**src/design/curve_flat_run_detector_assert.svh**
```systemverilog
// Assertion macros shared by the flat-run detector modules.
// Each macro expects the including module to have clock and reset signals.
`ifndef CURVE_FLAT_RUN_DETECTOR_ASSERT_SVH
`define CURVE_FLAT_RUN_DETECTOR_ASSERT_SVH

// Consequent must hold in the same cycle as the antecedent.
`define CFRD_ASSERT_NOW(lbl, ante, cons) \
   lbl: assert property (@(posedge clock) disable iff (reset) (ante) |-> (cons)) \
      else $error("cfrd check failed");

// Consequent must hold in the cycle after the antecedent.
`define CFRD_ASSERT_NEXT(lbl, ante, cons) \
   lbl: assert property (@(posedge clock) disable iff (reset) (ante) |=> (cons)) \
      else $error("cfrd check failed");

`endif

```
**src/design/cfrd_pkg.sv**
```systemverilog
// Package for the curve flat-run detector: constants, codes and shared types.
// Used by every design module and interface; depends on nothing.
`timescale 1ns / 1ps

package cfrd_pkg;

   localparam int COORD_WIDTH_DEF = 32;
   localparam int QUEUE_DEPTH_DEF = 4;
   localparam int FIELD_WIDTH     = 32;
   localparam int SUM_WIDTH       = FIELD_WIDTH + 1;
   localparam int TAN_WIDTH       = 10;
   localparam int CSR_INDEX_WIDTH = 2;
   localparam int CSR_DATA_WIDTH  = 10;
   localparam int SCALE_WIDTH     = 7;
   localparam int FLAT_SCALE      = 100;
   localparam int END_GAP         = 2048;   // 8.0 in 24.8
   localparam int MIN_LEN         = 2560;   // 10.0 in 24.8
   localparam int TAN_RESET       = 25;

   localparam logic [FIELD_WIDTH-1:0] RES_MAX = {1'b0, {(FIELD_WIDTH-1){1'b1}}};

   localparam logic KIND_START = 1'b0;
   localparam logic KIND_POINT = 1'b1;

   localparam logic [CSR_INDEX_WIDTH-1:0] REG_S_CURVE_TAN  = 2'd0;
   localparam logic [CSR_INDEX_WIDTH-1:0] REG_MULTI_MASTER = 2'd1;
   localparam logic [CSR_INDEX_WIDTH-1:0] REG_EDIT_GLYPH   = 2'd2;

   typedef enum logic [1:0] {
      DIR_START = 2'd0,
      DIR_UP    = 2'd1,
      DIR_DOWN  = 2'd2
   } dir_type;

   typedef enum logic [1:0] {
      RES_HORIZ    = 2'd0,
      RES_VERT     = 2'd1,
      RES_CONFLICT = 2'd2,
      RES_INFLECT  = 2'd3
   } result_kind_type;

   typedef struct packed {
      dir_type dir;
      dir_type first;
      logic    flat;
      logic    done;
   } axis_ctl_type;

   typedef struct packed {
      logic [TAN_WIDTH-1:0] s_curve_tan;
      logic                 multi_master;
      logic                 edit_glyph;
   } cfg_type;

   typedef struct packed {
      result_kind_type               kind;
      logic                          negate;
      logic signed [FIELD_WIDTH-1:0] seg_from;
      logic signed [FIELD_WIDTH-1:0] seg_to;
      logic signed [SUM_WIDTH-1:0]   run_sum;
   } event_type;

   typedef struct packed {
      logic      two;
      event_type ev0;
      event_type ev1;
   } entry_type;

endpackage

```
**src/design/cfrd_queue.sv**
```systemverilog
// Short queue of classified entries between the front and back ends.
// Depends on cfrd_pkg for the entry type and the assertion macro header.
`timescale 1ns / 1ps
`include "curve_flat_run_detector_assert.svh"

module cfrd_queue #(
   parameter int DEPTH = cfrd_pkg::QUEUE_DEPTH_DEF
) (
   input  logic                clock,
   input  logic                reset,
   input  logic                push,
   input  cfrd_pkg::entry_type push_entry,
   output logic                full,
   input  logic                pop,
   output logic                empty,
   output cfrd_pkg::entry_type head
);

   localparam int PTRW = (DEPTH > 1) ? $clog2(DEPTH) : 1;
   localparam int CNTW = $clog2(DEPTH + 1);

   cfrd_pkg::entry_type mem_ff [DEPTH];
   logic [PTRW-1:0]     wr_ptr_ff, wr_ptr_in;
   logic [PTRW-1:0]     rd_ptr_ff, rd_ptr_in;
   logic [CNTW-1:0]     count_ff, count_in;

   assign full  = count_ff == CNTW'(DEPTH);
   assign empty = count_ff == '0;
   assign head  = mem_ff[rd_ptr_ff];

   always_comb begin
      wr_ptr_in = wr_ptr_ff;
      rd_ptr_in = rd_ptr_ff;
      count_in  = count_ff;
      if (push) begin
         wr_ptr_in = (wr_ptr_ff == PTRW'(DEPTH - 1)) ? '0 : wr_ptr_ff + 1'b1;
      end
      if (pop) begin
         rd_ptr_in = (rd_ptr_ff == PTRW'(DEPTH - 1)) ? '0 : rd_ptr_ff + 1'b1;
      end
      if (push && !pop) begin
         count_in = count_ff + 1'b1;
      end else if (pop && !push) begin
         count_in = count_ff - 1'b1;
      end
   end

   always_ff @(posedge clock) begin
      if (reset) begin
         wr_ptr_ff <= '0;
         rd_ptr_ff <= '0;
         count_ff  <= '0;
      end else begin
         wr_ptr_ff <= wr_ptr_in;
         rd_ptr_ff <= rd_ptr_in;
         count_ff  <= count_in;
      end
   end

   always_ff @(posedge clock) begin
      if (push) begin
         mem_ff[wr_ptr_ff] <= push_entry;
      end
   end

   `CFRD_ASSERT_NOW(a_no_push_full, push, !full)
   `CFRD_ASSERT_NOW(a_no_pop_empty, pop, !empty)
   `CFRD_ASSERT_NEXT(a_count_grows, push && !pop, count_ff == $past(count_ff) + 1'b1)

endmodule

```
**config.mk**
```make
export PLATFORM = sky130hd
export DESIGN_NAME = cfrd_queue
export DESIGN_NICKNAME = d
export VERILOG_FILES = /design/src/design/cfrd_pkg.sv /design/src/design/cfrd_queue.sv
export VERILOG_INCLUDE_DIRS = /design/src /design/src/design
export SDC_FILE = /design/constraint.sdc
export NUM_CORES = 1
export LEC_CHECK = 0
export ABC_AREA = 1
export BUFFER_PORTS_ARGS = -buffer_cell sky130_fd_sc_hd__buf_2
export CAP_MARGIN = 20
export CORE_ASPECT_RATIO = 1.75
export CORE_UTILIZATION = 46
export CTS_CLUSTER_SIZE = 28
export DETAILED_ROUTE_END_ITERATION = 12
export PLACE_DENSITY = 0.63
export SLEW_MARGIN = 20
export SYNTH_ARGS = -nofsm -noshare
export SYNTH_HDL_FRONTEND = slang
export SYNTH_SLANG_ARGS = --single-unit
```
**constraint.sdc**
```tcl
create_clock -name clock -period 7 [get_ports clock]
set_input_delay 0.35 -clock clock [delete_from_list [all_inputs] [get_ports clock]]
set_output_delay 0.35 -clock clock [all_outputs]
set_load 0.02 [all_outputs]
```
==> key figures <==
Run status
  • Status: finished clean

Power and ir drop
  • Sequential power share: 0.523
  • Internal power: 8.141 mW
  • Clock power share: 0.361
  • Static Leak: 12.92 nW
  • Comb power frac: 0.116
  • Power density cells: 290.3 nW/um^2
  • Switching power share of the total: 0.2436
  • Psw: 2.622 mW
  • VDD IR max: 261.6 uV
  • Overall power: 10.76 mW

Placement
  • HPWL after DPL: 39420 um
  • Port buffer count: 407
  • Gpl congestion: 0.7599

Yosys
  • Top-count cell post-synth: edfxtp_1
  • Syn avg cell area: 15.11 sq um
  • Netlist cell types: 23
  • Adder-cell area share of the yosys netlist: 0.003142
  • Top cells by count, synth: edfxtp_1, nor2_1, o21ai_0
  • Largest family of logic cells by synthesized area: compound AO/OA/AOI/OAI gates
  • Main synth FF type: edfxtp_1
  • Flop and latch count out of synthesis: 813
  • Syn Inst Count: 2003
  • Sequential share of the synthesized area: 0.8038
  • Compound-Gate Fraction of Synth Area: 0.1111
  • Cell Area, Synth: 30260 sq um
  • Post-synth EDFFs: 804
  • Syn nets: 2215
  • Post-synth top area cell: edfxtp_1
  • FFs w/ async S/R, synth: 0
  • Synth Warn #: 0
  • Yosys top cell area share: 0.7978
  • Post-synthesis xor/xnor area fraction: 0.0002894
  • Top post-synthesis cells by area: edfxtp_1, o21ai_0, nor2_1
  • Synth Area in Simple Gates: 0.05288
  • Post-synthesis mux area share: 0

Floorplanning
  • Die X: 195.9 um
  • Core ar.: 65160 sq um
  • Die height: 341.3 um
  • # rows: 124
  • I/O pin count: 408
  • Initial Utilization: 0.4644
  • Die area: 66850 sq um

Layout
  • # fillers: 5118
  • Fin nets: 2778
  • Share of cells above drive strength 1: 0.2071
  • Area grow syn2layout: 22.53%
  • Final Util: 0.5690

Hold path
  • Hold Path Depth: 3
  • Hold EP: wr_ptr_ff[1]
  • Hold/Removal Path Class: in2reg
  • Hold_sp: push

Clock tree
  • Max H-tree Level: 3
  • Clock latency on the worst-skew pair: 0.61 ns
  • Worst-path clk slew: 0.06 ns
  • Clock root buffer master: clkbuf_16
  • Post-CTS resize count: 0
  • Clk buf depth: 3
  • Post-CTS setup buffers: 0
  • Clock sinks: 813
  • Number of buffers created by CTS: 73
  • CTS tree: built

Detailed routing
  • Iter 0 DRT Violations: 1101
  • Via count: 18850
  • # DRC: 0
  • Remaining antenna violation count: 0
  • Final WL: 71410 um
  • Initial DRT Pass Iterations: 5
  • Wire length per cell: 20.70 um
  • Vias/cell: 5.466

Global route
  • GR Overflow Total: 0
  • First-pass GRT wire length: 107400 um
  • Largest net degree at the start of global routing: 206
  • GRT Resource Usage Total: 0.2101
  • Initial antenna violation count: 10
  • Number of global-route vias before repair: 19600

Worst setup path
  • R2r setup slk: 4.42 ns
  • Worst EP required: 6.65 ns
  • CP max FO: 90
  • Crit-path cells: buf_4 > buf_4 > o21ai_0 > o22ai_1 > buf_2
  • Startpoint Class: flip-flop
  • Crit Path Category: reg2out
  • Most frequent CP cell: buf_4
  • WP data arrival: 3.89 ns
  • Worst R2R End: mem_ff[3][195]
  • Largest stage delay on the critical path: 0.93 ns
  • Worst reg2reg path depth: 4
  • FF-to-FF Start: wr_ptr_ff[0]
  • Slowest library cell on the worst path: dfxtp_4
  • Element type at the critical path end: primary output

Timing
  • Final-report setup violation count: 0
  • RSZ-0062 raised after global routing: no
  • Crit path time final: 4.239 ns
  • Final period util: 0.6056
  • Fin. Hold Viols: 0
  • Slew @ Worst Pin: 1.070 ns
  • Slew Limit Fails: 0
  • Worst slew margin: 0.2868
  • Clock Skew: 0.02173 ns
  • Maximum clock frequency: 235.9 MHz
  • Final setup TNS: 0 ns

Flow run
  • MaxCap Viol Count: 0
==> power by group through the flow <==
stage / Sequential [mW] / Clock (mW) / Combinational, mW
floorplan: 5.74 / 0 / 0.711
global placement: 5.73 / 0 / 1.13
detailed placement: 5.74 / 0 / 1.16
CTS: 5.63 / 3.98 / 1.26
global route: 5.64 / 4.14 / 1.35
finish: 5.63 / 3.89 / 1.24
==> worst max-delay path, delay by kind of cell, from the launching register on <==
kind / cells / cell delay (ns)
buf+inv: 3 / 1.75
flops: 1 / 0.93
compound gates: 2 / 0.48
==> final cells by class <==
class	count	area (sq um)	share of cell area
Antenna cell	8	20.02	0.0005399
Clock buffer	91	1956	0.05275
Clock inverter	40	357.8	0.009651
Inverter	16	110.1	0.002970
Multi-Input combinational cell	1041	5066	0.1366
Sequential cell	813	24330	0.6562
Tap cell	819	1025	0.02764
Timing Repair Buffer	621	4212	0.1136
==> placed cells by master (no fill, tap or decap) <==
master	n
edfxtp_1	804
nor2_1	410
buf_2	407
o21ai_0	363
dlygate4sd3_1	202
o22ai_1	191
clkbuf_16	74
o21ai_1	42
clkbuf_1	13
clkinv_1	12
clkinv_2	11
o22ai_2	10
inv_1	10
diode_2	8
nand2_1	8
dfxtp_1	7
buf_4	7
ha_1	6
inv_8	5
bufinv_16	5
buf_12	5
nor3_1	4
clkinvlp_4	4
clkinv_4	4
clkbuf_8	4
a21oi_1	3
inv_6	3
clkinv_8	2
dfxtp_4	2
xor2_1	1
nand3_1	1
nand4_1	1
fa_1	1
==> worst max-delay path by stage <==
stage | startpoint | to | slack [ns] | depth (start not counted)
finish | flip-flop | head[92] | 2.76 | 5
global route | flip-flop | head[83] | 2.49 | 5
CTS | flip-flop | head[146] | 2.71 | 5
detailed placement | flip-flop | head[173] | 3.39 | 5
global placement | flip-flop | head[173] | 3.52 | 5
floorplan | wr_ptr_ff[0] | mem_ff[3][0] | 2.00 | 3
==> cells by family after synthesis <==
group | count (synthesis)
fa+ha+maj | 7
flops | 813
simple gates | 424
compound gates | 609
xor+xnor | 1
buf+inv | 149
==> layer usage <==
metal,global-route usage,routed length [um],vias to the layer above
met2,0.3720,36530,629
met1,0.2315,26840,9346
met4,0.1099,3093,4
li1,-,-,8723
met5,0,27,-
met3,0.05322,4911,151
==> registers in the layout, summed over array words and instances, names as in the netlist, named ones only <==
register   cells
rd_ptr_ff      2
count_ff       3
wr_ptr_ff      2
mem_ff       804
==> through the flow <==
step / instance area, sq um / hold WS (ns) / setup slack, ns / cells
floorplan: 30260 / 0.4224 / 1.996 / 2003
global placement: 32720 / 0.5076 / 3.515 / 3108
detailed placement: 32720 / 0.5266 / 3.392 / 3108
CTS: 37060 / 0.05140 / 2.707 / 3441
global route: 37080 / 0.1266 / 2.488 / 3449
finish: 37080 / 0.1160 / 2.761 / 3449
==> repair_timing <==
action | 4_1_cts | 5_1_grt
endpoints found under the setup margin | 0 | 0
endpoints found under the hold margin | 808 | 0
hold buffers | 202 | 0
Power figures use the tool's default switching activity.
