**config.mk**
```make
export PLATFORM = sky130hd
export DESIGN_NAME = cfrd_back_flat
export DESIGN_NICKNAME = d
export VERILOG_FILES = /design/src/design/cfrd_pkg.sv /design/src/design/cfrd_rsp_if.sv /design/src/design/cfrd_back.sv /design/src/flat_wrapper.sv
export VERILOG_INCLUDE_DIRS = /design/src /design/src/design
export SDC_FILE = /design/constraint.sdc
export NUM_CORES = 1
export LEC_CHECK = 0
export ABC_AREA = 1
export BUFFER_PORTS_ARGS = -buffer_cell sky130_fd_sc_hd__buf_2
export CAP_MARGIN = 20
export CORE_MARGIN = 1.5
export CORE_UTILIZATION = 25
export DETAILED_ROUTE_END_ITERATION = 8
export SYNTH_ARGS = -nofsm -noshare
export SYNTH_HDL_FRONTEND = slang
export SYNTH_SLANG_ARGS = --single-unit
```
**constraint.sdc**
```tcl
create_clock -name clock -period 13.8 [get_ports clock]
set_input_delay 4.14 -clock clock [delete_from_list [all_inputs] [get_ports clock]]
set_output_delay 4.14 -clock clock [all_outputs]
set_load 0.02 [all_outputs]
```
**src/design/curve_flat_run_detector_assert.svh**
```systemverilog
// Assertion macros shared by the flat-run detector modules.
// Each macro expects the including module to have clock and reset signals.
`ifndef CURVE_FLAT_RUN_DETECTOR_ASSERT_SVH
`define CURVE_FLAT_RUN_DETECTOR_ASSERT_SVH

// Consequent must hold in the same cycle as the antecedent.
`define CFRD_ASSERT_NOW(lbl, ante, cons) \
   lbl: assert property (@(posedge clock) disable iff (reset) (ante) |-> (cons)) \
      else $error("cfrd check failed");

// Consequent must hold in the cycle after the antecedent.
`define CFRD_ASSERT_NEXT(lbl, ante, cons) \
   lbl: assert property (@(posedge clock) disable iff (reset) (ante) |=> (cons)) \
      else $error("cfrd check failed");

`endif

```
**src/design/cfrd_pkg.sv**
```systemverilog
// Package for the curve flat-run detector: constants, codes and shared types.
// Used by every design module and interface; depends on nothing.
`timescale 1ns / 1ps

package cfrd_pkg;

   localparam int COORD_WIDTH_DEF = 32;
   localparam int QUEUE_DEPTH_DEF = 4;
   localparam int FIELD_WIDTH     = 32;
   localparam int SUM_WIDTH       = FIELD_WIDTH + 1;
   localparam int TAN_WIDTH       = 10;
   localparam int CSR_INDEX_WIDTH = 2;
   localparam int CSR_DATA_WIDTH  = 10;
   localparam int SCALE_WIDTH     = 7;
   localparam int FLAT_SCALE      = 100;
   localparam int END_GAP         = 2048;   // 8.0 in 24.8
   localparam int MIN_LEN         = 2560;   // 10.0 in 24.8
   localparam int TAN_RESET       = 25;

   localparam logic [FIELD_WIDTH-1:0] RES_MAX = {1'b0, {(FIELD_WIDTH-1){1'b1}}};

   localparam logic KIND_START = 1'b0;
   localparam logic KIND_POINT = 1'b1;

   localparam logic [CSR_INDEX_WIDTH-1:0] REG_S_CURVE_TAN  = 2'd0;
   localparam logic [CSR_INDEX_WIDTH-1:0] REG_MULTI_MASTER = 2'd1;
   localparam logic [CSR_INDEX_WIDTH-1:0] REG_EDIT_GLYPH   = 2'd2;

   typedef enum logic [1:0] {
      DIR_START = 2'd0,
      DIR_UP    = 2'd1,
      DIR_DOWN  = 2'd2
   } dir_type;

   typedef enum logic [1:0] {
      RES_HORIZ    = 2'd0,
      RES_VERT     = 2'd1,
      RES_CONFLICT = 2'd2,
      RES_INFLECT  = 2'd3
   } result_kind_type;

   typedef struct packed {
      dir_type dir;
      dir_type first;
      logic    flat;
      logic    done;
   } axis_ctl_type;

   typedef struct packed {
      logic [TAN_WIDTH-1:0] s_curve_tan;
      logic                 multi_master;
      logic                 edit_glyph;
   } cfg_type;

   typedef struct packed {
      result_kind_type               kind;
      logic                          negate;
      logic signed [FIELD_WIDTH-1:0] seg_from;
      logic signed [FIELD_WIDTH-1:0] seg_to;
      logic signed [SUM_WIDTH-1:0]   run_sum;
   } event_type;

   typedef struct packed {
      logic      two;
      event_type ev0;
      event_type ev1;
   } entry_type;

endpackage

```
**src/design/cfrd_rsp_if.sv**
```systemverilog
// Result channel of the flat-run detector: valid/ready plus one result.
// Depends on cfrd_pkg for field widths and the result kind type.
`timescale 1ns / 1ps

interface cfrd_rsp_if;
   logic                                    valid;
   logic                                    ready;
   cfrd_pkg::result_kind_type               result_kind;
   logic signed [cfrd_pkg::FIELD_WIDTH-1:0] seg_from;
   logic signed [cfrd_pkg::FIELD_WIDTH-1:0] seg_to;
   logic signed [cfrd_pkg::FIELD_WIDTH-1:0] location;
   logic                                    last_result;

   modport source (output valid, result_kind, seg_from, seg_to, location, last_result,
                   input ready);
   modport sink   (input valid, result_kind, seg_from, seg_to, location, last_result,
                   output ready);
endinterface

```
**src/design/cfrd_back.sv**
```systemverilog
// Back end of the flat-run detector: unpacks queue entries into results,
// finishes midpoint and inflection values, drives the result register.
// Depends on cfrd_pkg and the assertion macro header.
`timescale 1ns / 1ps
`include "curve_flat_run_detector_assert.svh"

module cfrd_back (
   input  logic                clock,
   input  logic                reset,
   input  logic                empty,
   input  cfrd_pkg::entry_type head,
   output logic                pop,
   cfrd_rsp_if.source          rsp_if
);

   localparam int FW = cfrd_pkg::FIELD_WIDTH;
   localparam int SW = cfrd_pkg::SUM_WIDTH;

   logic                      valid_ff, valid_in;
   logic                      sel_ff, sel_in;
   cfrd_pkg::result_kind_type kind_ff;
   logic signed [FW-1:0]      from_ff, to_ff, loc_ff;
   logic                      last_ff;
   cfrd_pkg::event_type       cur;
   logic                      is_last;
   logic                      load;
   logic [SW-1:0]             adj;
   logic signed [FW-1:0]      half;
   logic signed [SW-1:0]      neg;
   logic signed [FW-1:0]      loc;

   assign cur     = sel_ff ? head.ev1 : head.ev0;
   assign is_last = sel_ff || !head.two;
   assign load    = !empty && (!valid_ff || rsp_if.ready);
   assign pop     = load && is_last;

   // midpoint truncated toward zero
   assign adj  = cur.run_sum + SW'(cur.run_sum[SW-1]);
   assign half = adj[SW-1:1];
   assign neg  = -{half[FW-1], half};
   assign loc  = !cur.negate ? half :
                 ($signed(neg) > $signed({1'b0, cfrd_pkg::RES_MAX})) ?
                    $signed(cfrd_pkg::RES_MAX) : neg[FW-1:0];

   always_comb begin
      valid_in = valid_ff;
      sel_in   = sel_ff;
      if (load) begin
         valid_in = 1'b1;
         sel_in   = !is_last;
      end else if (rsp_if.ready) begin
         valid_in = 1'b0;
      end
   end

   always_ff @(posedge clock) begin
      if (reset) begin
         valid_ff <= 1'b0;
         sel_ff   <= 1'b0;
      end else begin
         valid_ff <= valid_in;
         sel_ff   <= sel_in;
      end
   end

   always_ff @(posedge clock) begin
      if (load) begin
         kind_ff <= cur.kind;
         from_ff <= cur.seg_from;
         to_ff   <= cur.seg_to;
         loc_ff  <= loc;
         last_ff <= is_last;
      end
   end

   assign rsp_if.valid       = valid_ff;
   assign rsp_if.result_kind = kind_ff;
   assign rsp_if.seg_from    = from_ff;
   assign rsp_if.seg_to      = to_ff;
   assign rsp_if.location    = loc_ff;
   assign rsp_if.last_result = last_ff;

   `CFRD_ASSERT_NOW(a_second_has_entry, sel_ff, !empty && head.two)

endmodule

```
**src/flat_wrapper.sv**
```systemverilog
// flat-port wrapper written by rule: the top's interface ports become plain ports
module cfrd_back_flat 
  (clock, reset, empty, head, pop, rsp_if_valid, rsp_if_result_kind, rsp_if_seg_from, rsp_if_seg_to, rsp_if_location, rsp_if_last_result, rsp_if_ready);
  cfrd_rsp_if rsp_if_i ();
  input  logic clock;
  input  logic reset;
  input  logic empty;
  input  cfrd_pkg::entry_type head;
  output logic pop;
  output wire logic [$bits(rsp_if_i.valid)-1:0] rsp_if_valid;
  output wire logic [$bits(rsp_if_i.result_kind)-1:0] rsp_if_result_kind;
  output wire logic [$bits(rsp_if_i.seg_from)-1:0] rsp_if_seg_from;
  output wire logic [$bits(rsp_if_i.seg_to)-1:0] rsp_if_seg_to;
  output wire logic [$bits(rsp_if_i.location)-1:0] rsp_if_location;
  output wire logic [$bits(rsp_if_i.last_result)-1:0] rsp_if_last_result;
  input wire logic [$bits(rsp_if_i.ready)-1:0] rsp_if_ready;
  assign rsp_if_valid = rsp_if_i.valid;
  assign rsp_if_result_kind = rsp_if_i.result_kind;
  assign rsp_if_seg_from = rsp_if_i.seg_from;
  assign rsp_if_seg_to = rsp_if_i.seg_to;
  assign rsp_if_location = rsp_if_i.location;
  assign rsp_if_last_result = rsp_if_i.last_result;
  assign rsp_if_i.ready = rsp_if_ready;
  cfrd_back u_core (.clock(clock), .reset(reset), .empty(empty), .head(head), .pop(pop), .rsp_if(rsp_if_i));
endmodule
```
==> flow_summary.toml, run 1 <==
[status]
status = "finished, final reports clean"

[cells_and_area]
antenna_cells = 0
area.growth.synth_to_final_pct = 28.4
drive_gt1_share_pct = 25.7
final_nets = 1706
fin_util_pct = 32.5
layout.cells.most_common = "nand2_1"
num-fill-cells = 3369
layout_common_cells = "nand2_1, buf_2, nor2_1"

[logic_synthesis]
synth_seq_area_share_pct = 39.1
ys_seq_elements = 101
synth_cell_types = 30
syn_area_per_cell_um2 = 6.36
yosys_warnings = 0
synth_cells = 1210
syn_area_mm2 = 0.00770
synth.net_count = 1418

[critical_path]
cp.arrival_ps = 4780
startpoint_type = "input pin"
r2r_cells = 25
end_kind = "output pin"
path_max_fanout = 2
reg2reg_to = "u_core.rsp_if.location[28]"
path_class = "in -> out"
reg2reg_slack_ps = 8910
rr_startpoint = "u_core.sel_ff"
cp.required_ps = 9660

[min_path]
whs_endpoint = "u_core.rsp_if.valid"
hold_path.class = "reg -> reg"
hold_depth = 2
hp-start = "u_core.rsp_if.valid"

[sta]
period_share_pct = 64.6
max_slew_margin_pct = 45.2
rsz0062_at_grt = "false"
final-max-slew-violation-count = 0
fin_tns_setup_ps = 0
final.setup_skew_ps = 6.87
tightestPinTransition_ps = 822
setup_viol = 0
whs_ps = 539
min_period_ps = 8920
max_clock_freq_ghz = 0.112
hold_viol = 0

[grt]
grt_pass1_wl_um = 39800
track_usage_pct = 16.6
grt_pass1_vias = 7341
grt_max_degree = 78
antenna_found_initial = 0
grt-ovfl-total = 0

[route]
drtIter0Drc = 519
vias = 8290
routed_wl_um = 27400
drc = 0
dr.pass1.iters = 5
ant_nets = 0
drt-wirelength-per-cell_um = 14.4
via_per_inst = 4.37

[die]
die_x_um = 178
die_h_um = 178
core.rowCount = 64
core_area_mm2 = 0.0304
pin_count = 306
die-area_mm2 = 0.0319
start_util_pct = 25.3

[flow_run]
cap_violations = 0

[clock_network]
clkSlewWorstSetupHoldPaths_ps = 70
cts.sinks = 101
clock_tree.root_cell = "clkbuf_16"
cts-resized-gates = 0
cts_setup_buffers = 0
cts_buffers = 9
hold_buffers = 0
htreeDepth = 3
clk_latency_ps = 350
clockBufferDepth = 2
cts_tree = "built"

[power_and_ir_drop]
powerDensity_mw_per_mm2 = 93.9
vdd_drop_max_v = 0.0000640
power.leakage_nw = 5.04

[placed_design]
gp_congestion = 0.867
dp_hpwl_um = 22900
io_buffers = 305
[stage by stage]
step | total power, mW | cell area (um2) | instances | setup WS, ps
after floorplan | 0.574 | 7700 | 1210 | 2080
after global placement | 0.680 | 9590 | 1883 | 4890
after detailed placement | 0.682 | 9590 | 1883 | 4900
after CTS | 0.943 | 9880 | 1899 | 4890
after global routing | 0.987 | 9880 | 1899 | 4860
final | 0.928 | 9880 | 1899 | 4880
[worst max-delay path by stage]
stage / cells after the start / slack [ps] / start / to
floorplan: 3 / 2080 / rsp_if_ready / pop
global placement: 5 / 4890 / rsp_if_ready / pop
detailed placement: 5 / 4900 / rsp_if_ready / pop
CTS: 5 / 4890 / rsp_if_ready / pop
global route: 5 / 4860 / rsp_if_ready / pop
finish: 5 / 4880 / rsp_if_ready / pop
[cells by family (layout without fill, tap and decap cells)]
| kind of cell | after synthesis | count (layout) | synth area share (%) |
|---|---|---|---|
| AOI/OAI and AO/OA | 45 | 45 | 3.07 |
| xor gates and xnor gates | 7 | 7 | 0.796 |
| adders and majority gates | 3 | 3 | 0.488 |
| buffers and inverters | 124 | 417 | 6.99 |
| DFF | 101 | 101 | 39.1 |
| and+or+nand+nor | 930 | 930 | 49.5 |
[layout make-up]
type	count	area, um2	share of cell area, %
clock buffers	9	225	2.28
inverters	90	339	3.43
well taps	396	495	5.01
clock inverters	7	72.6	0.734
flip-flops and latches	101	3020	30.5
multi-input cells	985	4160	42.1
repair buffers	311	1570	15.9
[sequential cells by signal, summed over array words and instances (netlist names)]
name                       flops
u_core.rsp_if.seg_from        32
u_core.rsp_if.result_kind      2
u_core.rsp_if.location        32
u_core.rsp_if.valid            1
u_core.sel_ff                  1
u_core.rsp_if.seg_to          32
u_core.rsp_if.last_result      1
[cell usage after synthesis]
library cell / n / area [um2]
nand2_2: 19 / 119
nand2_1: 685 / 2570
inv_1: 83 / 312
or2_2: 1 / 6.26
xor2_1: 6 / 52.6
nor2_1: 104 / 390
buf_6: 8 / 90.1
nand3_1: 62 / 310
nor2_2: 20 / 125
o21bai_1: 1 / 7.51
buf_2: 4 / 20.0
inv_2: 7 / 26.3
a31oi_1: 1 / 6.26
dfxtp_1: 2 / 40.0
a21oi_1: 5 / 25.0
nor2_4: 9 / 101
nand3b_1: 8 / 60.1
or2_0: 1 / 6.26
nand4_1: 13 / 81.3
buf_1: 4 / 15.0
o21ai_1: 1 / 5.00
nor3_1: 6 / 30.0
o21ai_0: 35 / 175
clkbuf_1: 16 / 60.1
and2_1: 2 / 12.5
edfxtp_1: 99 / 2970
xnor2_1: 1 / 8.76
o21ai_2: 2 / 17.5
buf_4: 2 / 15.0
ha_1: 3 / 37.5
[where the power goes]
group	total [mW]	leakage [nW]	switching, mW	internal [mW]
logic	0.287	3.93	0.199	0.0883
registers	0.387	0.972	0.0124	0.374
clock network	0.254	0.144	0.112	0.141
[layer usage]
| metal | up-vias | track usage [%] | part of all wire (%) |
|---|---|---|---|
| li1 | 4357 | - | - |
| met1 | 3643 | 20.7 | 44 |
| met4 | 0 | 4.72 | 1.7 |
| met2 | 269 | 28.9 | 47 |
| met5 | - | 0 | 0 |
| met3 | 21 | 3.22 | 7.0 |
[worst max-delay path: stages]
cell and delay, ps:
buf_2 100, inv_1 80, a21oi_4 130, and2_1 160, buf_2 170
Note: power is estimated with default switching activity, not from simulation.
==> run 2: changes to the inputs <==
==> constraint.sdc (replaced) <==
create_clock -name clock -period 8.05 [get_ports clock]
set_input_delay 2.415 -clock clock [delete_from_list [all_inputs] [get_ports clock]]
set_output_delay 2.415 -clock clock [all_outputs]
set_load 0.02 [all_outputs]
==> flow_summary.toml, run 2 (same netlist as run 1, synthesis figures left out) <==
[route]
drtIter0Drc = 487
routed_wl_um = 27700
met2RoutedLength_um = 13100
drc = 0
wl_met1_um = 12500
highest_layer = "met4"
ant_nets = 0
wl_met3_um = 1690
via_per_inst = 4.41
drt-wirelength-per-cell_um = 14.6
dr.pass1.iters = 5
vias = 8367

[power_and_ir_drop]
power.leakage_nw = 5.06
vdd_drop_max_v = 0.000108
powerDensity_mw_per_mm2 = 166

[min_path]
hp-start = "u_core.rsp_if.valid"
hold_path.class = "reg -> reg"
hold_depth = 2
whs_endpoint = "u_core.rsp_if.valid"

[sta]
fin_tns_setup_ps = 0
rsz0062_at_grt = "false"
final.setup_skew_ps = 7.46
min_period_ps = 5550
period_share_pct = 68.9
tightestPinTransition_ps = 840
hold_viol = 0
setup_viol = 0
max_clock_freq_ghz = 0.180
max_slew_margin_pct = 43.9
final-max-slew-violation-count = 0

[grt]
grt_pass1_wl_um = 39800
grt-ovfl-total = 0
track_usage_pct = 16.6
antenna_found_initial = 0
grt_pass1_vias = 7334
grt_max_degree = 75

[critical_path]
rr_startpoint = "u_core.sel_ff"
cp.required_ps = 8120
reg2reg_slack_ps = 2760
end_kind = "register"
r2r_cells = 28
reg2reg_to = "u_core.rsp_if.location[11]"
path_max_fanout = 31
cp.arrival_ps = 5620
path_class = "in -> reg"
startpoint_type = "input pin"

[clock_network]
htreeDepth = 3
hold_buffers = 0
cts_buffers = 9
clockBufferDepth = 2
clkSlewWorstSetupHoldPaths_ps = 70
clk_latency_ps = 340
clock_tree.root_cell = "clkbuf_16"
cts_setup_buffers = 0
cts_tree = "built"
cts-resized-gates = 0
cts.sinks = 101

[cells_and_area]
antenna_cells = 0
final_nets = 1705
num-fill-cells = 3362
layout.cells.most_common = "nand2_1"
fin_util_pct = 32.6
area.growth.synth_to_final_pct = 28.8
layout_common_cells = "nand2_1, buf_2, nor2_1"
regArea_mm2 = 0.00302
multi_input_area_mm2 = 0.00416
drive_gt1_share_pct = 25.6

[die]
die-area_mm2 = 0.0319
pin_count = 306
core.rowCount = 64
start_util_pct = 25.3
die_h_um = 178
die_x_um = 178
core_area_mm2 = 0.0304

[placed_design]
dp_hpwl_um = 23000
gp_congestion = 0.882
io_buffers = 305

[status]
status = "finished, final reports clean"

[flow_run]
cap_violations = 0
run 2: worst max path at each step:
stage                 startpoint                         end  depth (start not counted)
floorplan           rsp_if_ready                         pop                          3
global placement        head[32]   u_core.rsp_if.location[1]                         28
detailed placement      head[32]  u_core.rsp_if.location[11]                         27
CTS                    head[132]  u_core.rsp_if.location[11]                         27
global route           head[132]   u_core.rsp_if.location[5]                         27
finish                  head[32]  u_core.rsp_if.location[11]                         27
run 2: worst max-delay path, cell delays in order:
cell,delay [ps]
buf_2,70
nand2_1,50
nand2_2,120
nand2_2,80
inv_2,90
ha_1,250
nand2_1,150
nor2_4,180
nand2_1,130
nand2_1,80
nand2_1,100
nor2_2,140
nand2_1,170
nor2_4,210
nand2_2,140
nor2_4,180
nand2_1,90
nand2_1,70
nand2_1,50
nor2_1,90
nor2_1,40
nand2_1,60
nor2_1,40
nand2_1,50
nand2_1,60
nand2_2,380
nand2_1,120
run 2: final cells by class:
class / instances / share of cell area (%)
sequential: 101 / 30.4
clock buffer: 11 / 2.35
clock inverter: 5 / 1.07
timing repair buffer: 310 / 15.8
multi-input combinational: 985 / 42.0
tap: 396 / 5.00
inverter: 90 / 3.42
run 2: power breakdown:
part / internal, mW / switching [mW]
Clock: 0.305 / 0.183
Sequential: 0.642 / 0.0201
Combinational: 0.151 / 0.342
run 2: per-layer routing:
layer,track usage (%),vias to the layer above
met2,29.2,274
met4,4.51,0
met5,0,-
met3,2.47,17
li1,-,4349
met1,21.0,3727
run 2: metrics by stage:
step / hold slack [ps] / setup WS (ps) / std cells / total power, mW / cell area [um2]
floorplan: 573 / 1030 / 1210 / 0.982 / 7710
global placement: 508 / 2180 / 1882 / 1.17 / 9580
detailed placement: 521 / 2110 / 1882 / 1.17 / 9580
CTS: 532 / 2490 / 1898 / 1.66 / 9920
global route: 574 / 2000 / 1898 / 1.74 / 9920
finish: 528 / 2500 / 1898 / 1.64 / 9920
==> run 3: changes to the inputs <==
==> constraint.sdc (replaced) <==
create_clock -name clock -period 5.4 [get_ports clock]
set_input_delay 1.62 -clock clock [delete_from_list [all_inputs] [get_ports clock]]
set_output_delay 1.62 -clock clock [all_outputs]
set_load 0.02 [all_outputs]
==> flow_summary.toml, run 3 (same netlist as run 1, synthesis figures left out) <==
[route]
drt-wirelength-per-cell_um = 14.2
drc = 0
drtIter0Drc = 528
ant_nets = 0
routed_wl_um = 27000
via_per_inst = 4.42
dr.pass1.iters = 5
vias = 8397

[clock_network]
cts.sinks = 101
clockBufferDepth = 2
hold_buffers = 0
cts-resized-gates = 0
cts_tree = "built"
clock_tree.root_cell = "clkbuf_16"
htreeDepth = 3
clk_latency_ps = 340
cts_buffers = 9
clkSlewWorstSetupHoldPaths_ps = 60
cts_setup_buffers = 0

[critical_path]
cp.required_ps = 5480
rr_startpoint = "u_core.sel_ff"
r2r_cells = 28
startpoint_type = "input pin"
crit_family = "simple AND/OR/NAND/NOR gates"
reg2reg_slack_ps = 1200
reg2reg_to = "u_core.rsp_if.location[26]"
crit_start = "head[32]"
cp.buffers_inverters = 4
crit_cells = 26
slowest_delay_ps = 260
crit_path_end = "u_core.rsp_if.location[26]"
path_class = "in -> reg"
path_max_fanout = 31
end_kind = "register"
cp.arrival_ps = 4660
cpMaxStageDelayCell = "xor2_1"
cp_common_cell = "nand2_1"

[power_and_ir_drop]
vdd_drop_max_v = 0.000123
powerDensity_mw_per_mm2 = 237
power.leakage_nw = 5.06

[grt]
gr-usage-met2_pct = 27.4
antenna_found_initial = 0
track_usage_pct = 16.1
met1_usage_pct = 20.7
grt-ovfl-total = 0
grt_pass1_vias = 7319
grt_pass1_wl_um = 38900
busiest_layer = "met2"
grtUsageMet3_pct = 2.28
grt_max_degree = 69

[flow_run]
cap_violations = 0

[sta]
min_period_ps = 4580
max_slew_margin_pct = 42.6
fin_tns_setup_ps = 0
rsz0062_at_grt = "false"
final-max-slew-violation-count = 0
tightestPinTransition_ps = 862
period_share_pct = 84.8
final.setup_skew_ps = 5.15
hold_viol = 0
setup_viol = 0
whs_ps = 532
max_clock_freq_ghz = 0.218

[die]
core.rowCount = 64
die_h_um = 178
pin_count = 306
die-area_mm2 = 0.0319
die_x_um = 178
core_area_mm2 = 0.0304
start_util_pct = 25.3

[placed_design]
dp_hpwl_um = 22500
dp.cells = 1885
io_buffers = 305
gp_congestion = 0.914

[cells_and_area]
fin_cells = 1900
final_nets = 1708
num-fill-cells = 3360
antenna_cells = 0
drive_gt1_share_pct = 25.9
layout.cells.most_common = "nand2_1"
area.growth.synth_to_final_pct = 28.5
layout_common_cells = "nand2_1, buf_2, nor2_1"

[min_path]
hold_path.class = "reg -> reg"

[status]
status = "finished, final reports clean"
==> run 3: per-layer routing <==
| layer | wire length, um | vias up | part of all wire, % |
|---|---|---|---|
| li1 | - | 4358 | - |
| met1 | 11900 | 3694 | 44 |
| met2 | 12400 | 317 | 46 |
| met3 | 2040 | 28 | 7.6 |
| met4 | 663 | 0 | 2.5 |
| met5 | 0 | - | 0 |
==> run 3: metrics by stage <==
stage               total power [mW]  utilization [%]  setup WS [ps]  cell area (um2)
detailed placement              1.74             31.6            456             9620
floorplan                       1.46                -           12.4             7710
global route                    2.49             32.5            410             9900
global placement                1.74             31.6            551             9620
CTS                             2.38             32.5            834             9900
finish                          2.35             32.5            821             9900
==> run 3: worst register-to-register path, delay by kind of cell (launching register included) <==
family	cells	cell delay [ps]
AND/OR/NAND/NOR	22	2130
buffers and inverters	4	660
flip-flops	1	700
adder cells (fa/ha/maj)	2	460
==> run 3: power breakdown <==
group          total, mW  internal (mW)  switching (mW)  leakage, nW
logic              0.731          0.228           0.504         3.94
registers          0.993          0.958          0.0350        0.972
clock network      0.623          0.357           0.266        0.140
==> run 3: worst min-delay path by stage <==
stage,endpoint,depth (start not counted),slack [ps],from
after floorplan,u_core.rsp_if.valid,2,570,u_core.rsp_if.valid
after global placement,u_core.rsp_if.valid,2,510,u_core.rsp_if.valid
final,u_core.rsp_if.valid,2,530,u_core.rsp_if.valid
after CTS,u_core.rsp_if.valid,2,540,u_core.rsp_if.valid
after detailed placement,u_core.rsp_if.valid,2,520,u_core.rsp_if.valid
after global routing,u_core.rsp_if.valid,2,560,u_core.rsp_if.valid
==> run 3: cell type report <==
cell class	instances	area, um2	share of cell area [%]
Clock inverter	4	48.8	0.493
Inverter	90	339	3.43
Tap cell	396	495	5.01
Sequential cell	101	3020	30.5
Timing Repair Buffer	313	1600	16.2
Multi-Input combinational cell	985	4170	42.1
Clock buffer	11	233	2.35
